$ cat src/design/pfp_pkg.sv
// Package for the pressure frame parser: state codes, character codes and
// the result record shared by the step logic and the top level.
// No dependencies.
package pfp_pkg;

  localparam logic [3:0] ST_IDLE = 4'd0;
  localparam logic [3:0] ST_M1   = 4'd1;
  localparam logic [3:0] ST_M2   = 4'd2;
  localparam logic [3:0] ST_M3   = 4'd3;
  localparam logic [3:0] ST_SEP  = 4'd4;
  localparam logic [3:0] ST_L1   = 4'd5;
  localparam logic [3:0] ST_L2   = 4'd6;
  localparam logic [3:0] ST_L3   = 4'd7;
  localparam logic [3:0] ST_LAST = 4'd8;
  localparam logic [3:0] ST_DONE = 4'd9;
  localparam logic [3:0] ST_ERR  = 4'd10;

  localparam logic [7:0] CH_START = 8'h3b;
  localparam logic [7:0] CH_ZERO  = 8'h30;
  localparam logic [7:0] CH_NINE  = 8'h39;
  localparam logic [7:0] CH_X     = 8'h78;
  localparam logic [7:0] CH_END   = 8'h3a;
  localparam logic [7:0] CH_SPACE = 8'h20;

  typedef struct packed {
    logic [3:0] parse_state;
    logic       write_enable;
    logic [2:0] write_index;
    logic [7:0] write_char;
    logic [2:0] next_index;
  } pfp_step_t;

endpackage

$ cat src/design/pfp_in_if.sv
// Input channel of the pressure frame parser: one received byte per beat.
// No dependencies.
interface pfp_in_if;
  logic       valid;
  logic       ready;
  logic [7:0] rx_byte;

  modport source (output valid, output rx_byte, input ready);
  modport sink (input valid, input rx_byte, output ready);
endinterface

$ cat src/design/pfp_out_if.sv
// Result channel of the pressure frame parser: new state and buffer write.
// No dependencies.
interface pfp_out_if;
  logic       valid;
  logic       ready;
  logic [3:0] parse_state;
  logic       write_enable;
  logic [2:0] write_index;
  logic [7:0] write_char;

  modport source (output valid, output parse_state, output write_enable,
                  output write_index, output write_char, input ready);
  modport sink (input valid, input parse_state, input write_enable,
                input write_index, input write_char, output ready);
endinterface

$ cat src/design/pfp_step.sv
// Next-state and buffer-write logic of the frame parser for one byte.
// Depends on pfp_pkg.
module pfp_step
  import pfp_pkg::*;
(
  input  logic [3:0] cur_state,
  input  logic [2:0] cur_index,
  input  logic [7:0] rx_byte,
  output pfp_step_t  step
);

  logic dig;
  logic is_x;
  logic is_end;
  logic wr;
  logic [3:0] nxt;
  logic [7:0] wchar;

  assign dig    = rx_byte inside {[CH_ZERO:CH_NINE]};
  assign is_x   = (rx_byte == CH_X);
  assign is_end = (rx_byte == CH_END);

  always_comb begin
    wr    = 1'b1;
    wchar = rx_byte;
    case (cur_state)
      ST_M1:   nxt = dig ? ST_M2 : ST_ERR;
      ST_M2:   nxt = dig ? ST_M3 : (is_x ? ST_L1 : ST_ERR);
      ST_M3:   nxt = dig ? ST_SEP : (is_x ? ST_L1 : ST_ERR);
      ST_SEP:  nxt = is_x ? ST_L1 : ST_ERR;
      ST_L1:   nxt = dig ? ST_L2 : ST_ERR;
      ST_L2: begin
        nxt   = dig ? ST_L3 : (is_end ? ST_DONE : ST_ERR);
        wchar = dig ? rx_byte : CH_SPACE;
      end
      ST_L3: begin
        nxt   = dig ? ST_LAST : (is_end ? ST_DONE : ST_ERR);
        wchar = dig ? rx_byte : CH_SPACE;
      end
      ST_LAST: begin
        nxt = is_end ? ST_DONE : ST_ERR;
        wr  = 1'b0;
      end
      default: begin
        nxt = (rx_byte == CH_START) ? ST_M1 : ST_ERR;
        wr  = 1'b0;
      end
    endcase
  end

  always_comb begin
    step.parse_state  = nxt;
    step.write_enable = wr;
    step.write_index  = wr ? cur_index : 3'd0;
    step.write_char   = wr ? wchar : 8'd0;
    if (wr) begin
      step.next_index = cur_index + 3'd1;
    end else if (cur_state == ST_LAST) begin
      step.next_index = cur_index;
    end else begin
      step.next_index = 3'd0;
    end
  end

endmodule

$ cat src/design/pressure_frame_parser_core.sv
// Pressure frame parser top level: parser state, write index, result register.
// Depends on pfp_pkg, pfp_in_if, pfp_out_if and pfp_step.
// Result register: a result is valid the cycle after its byte is accepted.
// Throughput: one byte per cycle while the receiver takes results; the single
// result register refills in the cycle its beat is taken.
// Reset (synchronous, rst_n low): state idle, write index 0, no result held.
module pressure_frame_parser_core
  import pfp_pkg::*;
(
  input  logic      clk,
  input  logic      rst_n,
  pfp_in_if.sink    in_ch,
  pfp_out_if.source out_ch
);

  logic [3:0] state_r;
  logic [2:0] index_r;
  logic       out_valid_r;
  logic [3:0] out_state_r;
  logic       out_we_r;
  logic [2:0] out_index_r;
  logic [7:0] out_char_r;
  logic       accept;
  pfp_step_t  step;

  pfp_step u_step (
    .cur_state (state_r),
    .cur_index (index_r),
    .rx_byte   (in_ch.rx_byte),
    .step      (step)
  );

  assign in_ch.ready = !out_valid_r || out_ch.ready;
  assign accept      = in_ch.valid && in_ch.ready;

  always_ff @(posedge clk) begin
    if (!rst_n) begin
      state_r     <= ST_IDLE;
      index_r     <= 3'd0;
      out_valid_r <= 1'b0;
    end else begin
      if (accept) begin
        state_r     <= step.parse_state;
        index_r     <= step.next_index;
        out_valid_r <= 1'b1;
      end else if (out_ch.ready) begin
        out_valid_r <= 1'b0;
      end
    end
  end

  always_ff @(posedge clk) begin
    if (accept) begin
      out_state_r <= step.parse_state;
      out_we_r    <= step.write_enable;
      out_index_r <= step.write_index;
      out_char_r  <= step.write_char;
    end
  end

  assign out_ch.valid        = out_valid_r;
  assign out_ch.parse_state  = out_state_r;
  assign out_ch.write_enable = out_we_r;
  assign out_ch.write_index  = out_index_r;
  assign out_ch.write_char   = out_char_r;

endmodule

$ cat src/flat_wrapper.sv
// flat-port wrapper written by rule: the top's interface ports become plain ports
module pressure_frame_parser_core_flat import pfp_pkg::*;
  (clk, rst_n, in_ch_valid, in_ch_rx_byte, in_ch_ready, out_ch_valid, out_ch_parse_state, out_ch_write_enable, out_ch_write_index, out_ch_write_char, out_ch_ready);
  pfp_in_if in_ch_i ();
  pfp_out_if out_ch_i ();
  input  logic clk;
  input  logic rst_n;
  input wire logic [$bits(in_ch_i.valid)-1:0] in_ch_valid;
  input wire logic [$bits(in_ch_i.rx_byte)-1:0] in_ch_rx_byte;
  output wire logic [$bits(in_ch_i.ready)-1:0] in_ch_ready;
  output wire logic [$bits(out_ch_i.valid)-1:0] out_ch_valid;
  output wire logic [$bits(out_ch_i.parse_state)-1:0] out_ch_parse_state;
  output wire logic [$bits(out_ch_i.write_enable)-1:0] out_ch_write_enable;
  output wire logic [$bits(out_ch_i.write_index)-1:0] out_ch_write_index;
  output wire logic [$bits(out_ch_i.write_char)-1:0] out_ch_write_char;
  input wire logic [$bits(out_ch_i.ready)-1:0] out_ch_ready;
  assign in_ch_i.valid = in_ch_valid;
  assign in_ch_i.rx_byte = in_ch_rx_byte;
  assign in_ch_ready = in_ch_i.ready;
  assign out_ch_valid = out_ch_i.valid;
  assign out_ch_parse_state = out_ch_i.parse_state;
  assign out_ch_write_enable = out_ch_i.write_enable;
  assign out_ch_write_index = out_ch_i.write_index;
  assign out_ch_write_char = out_ch_i.write_char;
  assign out_ch_i.ready = out_ch_ready;
  pressure_frame_parser_core u_core (.clk(clk), .rst_n(rst_n), .in_ch(in_ch_i), .out_ch(out_ch_i));
endmodule
$ cat config.mk
export PLATFORM = sky130hd
export DESIGN_NAME = pressure_frame_parser_core_flat
export DESIGN_NICKNAME = d
export VERILOG_FILES = /design/src/design/pfp_pkg.sv /design/src/design/pfp_in_if.sv /design/src/design/pfp_out_if.sv /design/src/design/pfp_step.sv /design/src/design/pressure_frame_parser_core.sv /design/src/flat_wrapper.sv
export SDC_FILE = /design/constraint.sdc
export NUM_CORES = 1
export LEC_CHECK = 0
export ABC_AREA = 1
export BUFFER_PORTS_ARGS = -buffer_cell sky130_fd_sc_hd__buf_2
export CAP_MARGIN = 15
export CORE_UTILIZATION = 50
export CTS_BUF_LIST = sky130_fd_sc_hd__clkbuf_4 sky130_fd_sc_hd__clkbuf_8 sky130_fd_sc_hd__clkbuf_16
export DETAILED_ROUTE_END_ITERATION = 10
export HOLD_SLACK_MARGIN = 0.08
export PLACE_DENSITY = 0.77
export SLEW_MARGIN = 5
export SYNTH_ARGS = -nofsm -noshare
export SYNTH_HDL_FRONTEND = slang
export SYNTH_SLANG_ARGS = --single-unit
export TNS_END_PERCENT = 50
$ cat constraint.sdc
create_clock -name clk -period 4.5 [get_ports clk]
set_input_delay 0.225 -clock clk [delete_from_list [all_inputs] [get_ports clk]]
set_output_delay 0.225 -clock clk [all_outputs]
set_load 0.02 [all_outputs]
### Yosys cells after proc, flatten, opt, wreduce, memory -nomap -nowiden

Index checks and enable logic that the tools add are counted.

| cells by class | value |
|---|---|
| reduce and logical (&&, ||, !) cells | 8 |
| multiplexer cells | 17 |
| $add $sub $neg | 1 |
| magnitude comparators | 2 |
| equality and inequality tests | 12 |

Operators with widths:

| cell | count |
|---|---|
| 2-to-1 mux 4 bit | 8 |
| one-hot mux 4 bit (8 select lines) | 1 |
| equality test 4 x 3 -> 1 bit (second input constant) | 4 |
| equality test 8 x 6 -> 1 bit (second input constant) | 2 |
| 2-to-1 mux 8 bit | 2 |
| equality test 4 x 2 -> 1 bit (second input constant) | 2 |
| equality test 8 x 7 -> 1 bit (second input constant) | 1 |
| >= comparator 8 x 6 -> 1 bit (second input constant) | 1 |
| less-or-equal comparator 8 x 6 -> 1 bit (second input constant) | 1 |
| OR reduction 7 bit | 1 |
| 2-to-1 mux 3 bit | 2 |
| equality test 4 x 1 -> 1 bit (second input constant) | 1 |
| equality test 4 bit (second input constant) | 1 |
| adder 3 x 1 -> 3 bit (second input constant) | 1 |
| 2-to-1 mux 1 bit | 3 |
| logical AND 1 bit | 2 |
| 2-to-1 mux 2 bit | 1 |
| inequality test 2 bit (second input constant) | 1 |
| AND reduction 2 bit | 1 |
| nonzero test 2 bit | 1 |
| OR reduction 2 bit | 1 |
| logical NOT 1 bit | 1 |
| logical OR 1 bit | 1 |

| word-level totals | value |
|---|---|
| bits in registers | 24 |
| word-level logic and storage cells | 47 |

### Longest topological paths before layout

| logic depth | value |
|---|---|
| depth after elaboration | 5 |
| gate-level depth with buffers | 13 |
| gate-level depth less buffers | 13 |

### By module

Synthesis repeated with hierarchy kept, for this count alone.

| unflattened totals | value |
|---|---|
| cell total of the unflattened synthesis | 178 |
| area total of the unflattened synthesis | 1428.9 µm² |

Modules (own cells, without submodules):

| module | area each (µm²) | cells an instance | times used |
|---|---|---|---|
| pressure_frame_parser_core | 848.3 | 67 | 1 |
| pfp_step | 580.6 | 111 | 1 |

### Worst setup path after synthesis

OpenSTA, ideal clock, no wires.

| timing path | value |
|---|---|
| kind | register to register |
| from | register u_core.out_valid_r, in the netlist u_core.out_ch.valid |
| to | register u_core.index_r[0] |
| setup slack | 2.640 ns |
| required time | 4.414 ns |
| arrival | 1.774 ns |
| library setup time | 0.086 ns |
| stages on the path, launching flop included | 7 |
| clock period less this slack | 1.860 ns |
| cells stage by stage | dfxtp_1 > nand2_1 > nand2_1 > clkinv_1 > nand2_1 > inv_1 > a211oi_1 |

| on the way | value |
|---|---|
| longest elaborated chain between the ends | 4 |

RTL lines:

| what | line | text |
|---|---|---|
| start, declared | pressure_frame_parser_core.sv:18 | `logic out_valid_r;` |
| start signal, assigned | pressure_frame_parser_core.sv:40 | `out_valid_r <= 1'b0;` |
| start signal, assigned | pressure_frame_parser_core.sv:45 | `out_valid_r <= 1'b1;` |
| start signal, assigned | pressure_frame_parser_core.sv:47 | `out_valid_r <= 1'b0;` |
| logical NOT 1 bit | pressure_frame_parser_core.sv:33 | `assign in_ch.ready = !out_valid_r \|\| out_ch.ready;` |
| logical OR 1 bit | pressure_frame_parser_core.sv:33 |  |
| named net in_ch_ready | flat_wrapper.sv:10 | `output wire logic [$bits(in_ch_i.ready)-1:0] in_ch_ready;` |
| logical AND 1 bit | pressure_frame_parser_core.sv:34 | `assign accept = in_ch.valid && in_ch.ready;` |
| named net u_core.accept | pressure_frame_parser_core.sv:23 | `logic accept;` |
| AND reduction 2 bit (no source line) | n/a |  |
| end signal, assigned | pressure_frame_parser_core.sv:44 | `index_r <= step.next_index;` |
| end, declared | pressure_frame_parser_core.sv:17 | `logic [2:0] index_r;` |

The timed path passes the listed nets, and every way through them passes these cells.
A chain may end at the register's enable or synchronous reset.

### Worst setup path after layout

| timing path | value |
|---|---|
| from | register u_core.out_valid_r, in the netlist u_core.out_ch.valid |
| to | register u_core.index_r[0] |

| on the way | value |
|---|---|
| longest elaborated chain between the ends | 4 |

RTL lines:

| what | line |
|---|---|
| logical NOT 1 bit | pressure_frame_parser_core.sv:33 |
| logical OR 1 bit | pressure_frame_parser_core.sv:33 |
| logical AND 1 bit | pressure_frame_parser_core.sv:34 |
| named net u_core.accept | pressure_frame_parser_core.sv:23 |
| AND reduction 2 bit (no source line) | n/a |

The timed path passes the listed nets, and every way through them passes these cells.

==> run_results.csv <==
group,metric,value,unit
status,status,"completed",
synth,synth_area,1250,um2
clocking,cts.repair.resized,0,
sta,hold_slack,162,ps
sta,fmax,520,MHz
worst_setup_path,cp_max_fo,24,
sta,finalMaxSlewViolations,0,
sta,relSlewSlack,51.8,%
place,portBuffers,29,
cells_and_area,nFillCells,198,
synth,synth_cell_type_count,23,
sta,tns,0,ps
sta,rsz0062_at_grt,"false",
power_and_ir_drop,finalPower,0.480,mW
synth,yosysSeqAreaShare,51.4,%
global_route,grt_pass1_wl,4400,um
global_route,grt_pass1_vias,1083,
sta,fin_skew,5.20,ps
power_and_ir_drop,intPower,0.338,mW
worst_setup_path,critPathBufInv,2,
worst_setup_path,startpoint_type,"register",
routing,drt_iter0_markers,44,
power_and_ir_drop,power_switching,0.142,mW
routing,vias_per_cell,5.15,
cells_and_area,antenna_cells,0,
sta,period_needed,1920,ps
routing,vias,1139,
worst_setup_path,crit_family,"buffers and inverters",
clocking,path_clk_slew,130,ps
floorplanning,io_pins,30,
global_route,grt_overflow,0,
place,routabilityCongestion,0.896,
sta,setup_viol,0,
sta,setup_ws,2580,ps
worst_setup_path,path_cells,"nand2_1 -> nand2_1 -> clkinv_1 -> nand2_1 -> inv_1 -> a211oi_1",
power_and_ir_drop,power.share.clock,23.0,%
clocking,cts_buffer_depth,2,
worst_setup_path,cp-end-kind,"register",
synth,synthCells,160,
worst_setup_path,path_common_cell,"nand2_1",
worst_setup_path,worstPathRequired,4730,ps
floorplanning,die_area,2700,um2
place,dp.final_hpwl,2030,um
worst_setup_path,worst_path_max_delay_cell,"clkinv_1",
power_and_ir_drop,sequentialPowerShare,55.1,%
global_route,grt_max_degree,25,
cells_and_area,final_nets,207,
floorplanning,dieWidth,52.0,um
synth,ys_warn_count,0,
clocking,holdBufCountCts,0,
worst_setup_path,critPathKind,"register to register",
clocking,clkLatencyLatePin,300,ps
power_and_ir_drop,p_comb_share,21.9,%
worst_setup_path,slowest_delay,600,ps
routing,drtAntennaViolNets,0,
flow_run,maxCapViolations,0,
global_route,antenna_found_initial,0,
place,pre_cts_slack,2550,ps
power_and_ir_drop,p_per_area,328,nW/um2
synth,syn_nets,173,
worst_hold_path,hold_class,"primary input to register",
floorplanning,rows,17,
sta,worst_pin_slew,718,ps
clocking,cts_setup_buffers,0,
routing,post-route-drc-count,0,
place,place_inst,217,
power_and_ir_drop,leakagePower,0.765,nW
sta,finalCritPeriodShare,42.8,%
clocking,cts_tree,"done",
clocking,cts-buffers-inserted,3,
power_and_ir_drop,swShare,29.6,%
worst_setup_path,worstPathArrival,2150,ps
cells_and_area,fin_cells,221,
sta,finalHoldViolations,0,
clocking,root_buffer,"clkbuf_4",
clocking,cts_sinks,24,
global_route,grt_use_total,22.5,%
routing,post_drt_wl_per_cell,11.8,um
power_and_ir_drop,vdd_ir_drop_max,0.000192,V
cells_and_area,drive_gt1_share,20.2,%
synth,ys_ff_latch,24,
clocking,cts_max_level,1,
routing,drt_first_pass_iters,6,
routing,drt-total-wl,2610,um
floorplanning,initial_core_util,54.8,%
synth,avgSynthCellArea,7.80,um2
floorplanning,core_area,2280,um2
cells_and_area,syn_to_final_growth,17.4,%
floorplanning,die_h,52.0,um
## through the flow
| stage | utilization (%) | area (um2) |
|---|---|---|
| final | 64.3 | 1460 |
| after global routing | 64.3 | 1460 |
| after CTS | 64.3 | 1460 |
| after detailed placement | 62.7 | 1430 |
| after global placement | 62.7 | 1430 |
| after floorplan | - | 1250 |
## area by class of cell
type	instances	area [um2]	share of cell area (%)
clock buffer	4	36.3	2.48
multi-input combinational	105	490	33.5
sequential	24	641	43.8
timing repair buffer	29	145	9.91
tap	28	35.0	2.39
inverter	31	116	7.95
## cells in the mapped netlist
master    count  area share [%]
a211oi_1      1            0.60
a21oi_1       9             3.6
a21oi_2       1            0.70
clkinv_1      1            0.30
dfxtp_1       8              13
edfxtp_1     16              39
ha_1          1             1.0
inv_1        29             8.7
inv_2         1            0.30
nand2_1      44              13
nand2_2       1            0.50
nand3_1       9             3.6
nand3_2       1            0.80
nand3b_1      1            0.60
nand4_1       4             2.0
nor2_1       17             5.1
nor2_2        2             1.0
nor3_1        7             2.8
nor4_1        2             1.0
o21a_1        1            0.60
o21ai_0       2            0.80
o21bai_1      1            0.60
xor2_1        1            0.70
## state kept, by name (all words and copies together), names as in the netlist
name / cells
u_core.out_ch.write_index: 3
u_core.index_r: 3
u_core.out_ch.write_char: 8
u_core.out_ch.valid: 1
u_core.state_r: 4
u_core.out_ch.parse_state: 4
u_core.out_ch.write_enable: 1
## final timing paths
kind,from,endpoint,slack [ps],cells after the start
worst max-delay path,u_core.out_ch.valid,u_core.index_r[0],2580,6
worst min register to register,u_core.index_r[1],u_core.index_r[1],500,2
worst min-delay path,rst_n,u_core.state_r[2],160,3
worst max register to register,u_core.out_ch.valid,u_core.index_r[0],2580,6
## layout by cell type (no fill, tap or decap)
| master | instances |
|---|---|
| nand2_1 | 44 |
| inv_1 | 29 |
| buf_2 | 29 |
| nor2_1 | 17 |
| edfxtp_1 | 16 |
| nand3_1 | 9 |
| a21oi_1 | 9 |
| dfxtp_1 | 8 |
| nor3_1 | 7 |
| nand4_1 | 4 |
| clkbuf_4 | 3 |
| nor2_2 | 2 |
| nor4_1 | 2 |
| o21ai_0 | 2 |
| nand2_2 | 1 |
| o21bai_1 | 1 |
| a21oi_2 | 1 |
| inv_2 | 1 |
| nand3b_1 | 1 |
| clkinv_1 | 1 |
| nand3_2 | 1 |
| xor2_1 | 1 |
| a211oi_1 | 1 |
| o21a_1 | 1 |
| ha_1 | 1 |
| clkbuf_8 | 1 |
## worst register-to-register path: cells and delay by family (launching register included)
| kind | cells | cell delay [ps] |
|---|---|---|
| buffers and inverters | 2 | 690 |
| and+or+nand+nor | 3 | 570 |
| DFF | 1 | 350 |
| AOI/OAI and AO/OA | 1 | 240 |
## power by group through the flow
stage	clock [mW]	combinational, mW	sequential, mW
3_5_place_dp	0	0.104	0.270
2_1_floorplan	0	0.0545	0.287
5_1_grt	0.119	0.117	0.267
3_3_place_gp	0	0.101	0.269
6_report	0.110	0.105	0.265
4_1_cts	0.111	0.105	0.265
## kinds of logic (layout without fill, tap and decap cells)
group,count (synthesis),after routing,synth area share (%)
AND/OR/NAND/NOR,88,88,30.7
buffers and inverters,31,64,9.33
flip-flops,24,24,51.4
AO/OA/AOI/OAI,15,15,6.92
adder cells (fa/ha/maj),1,1,1.00
XOR/XNOR,1,1,0.702
## layer usage
layer | vias up | share of wire [%] | GRT usage, %
li1 | 581 | - | -
met1 | 520 | 45 | 26.6
met2 | 34 | 48 | 38.7
met3 | 4 | 5.6 | 4.09
met4 | 0 | 1.2 | 11.3
met5 | - | 0 | 0
Power figures use the tool's default switching activity.
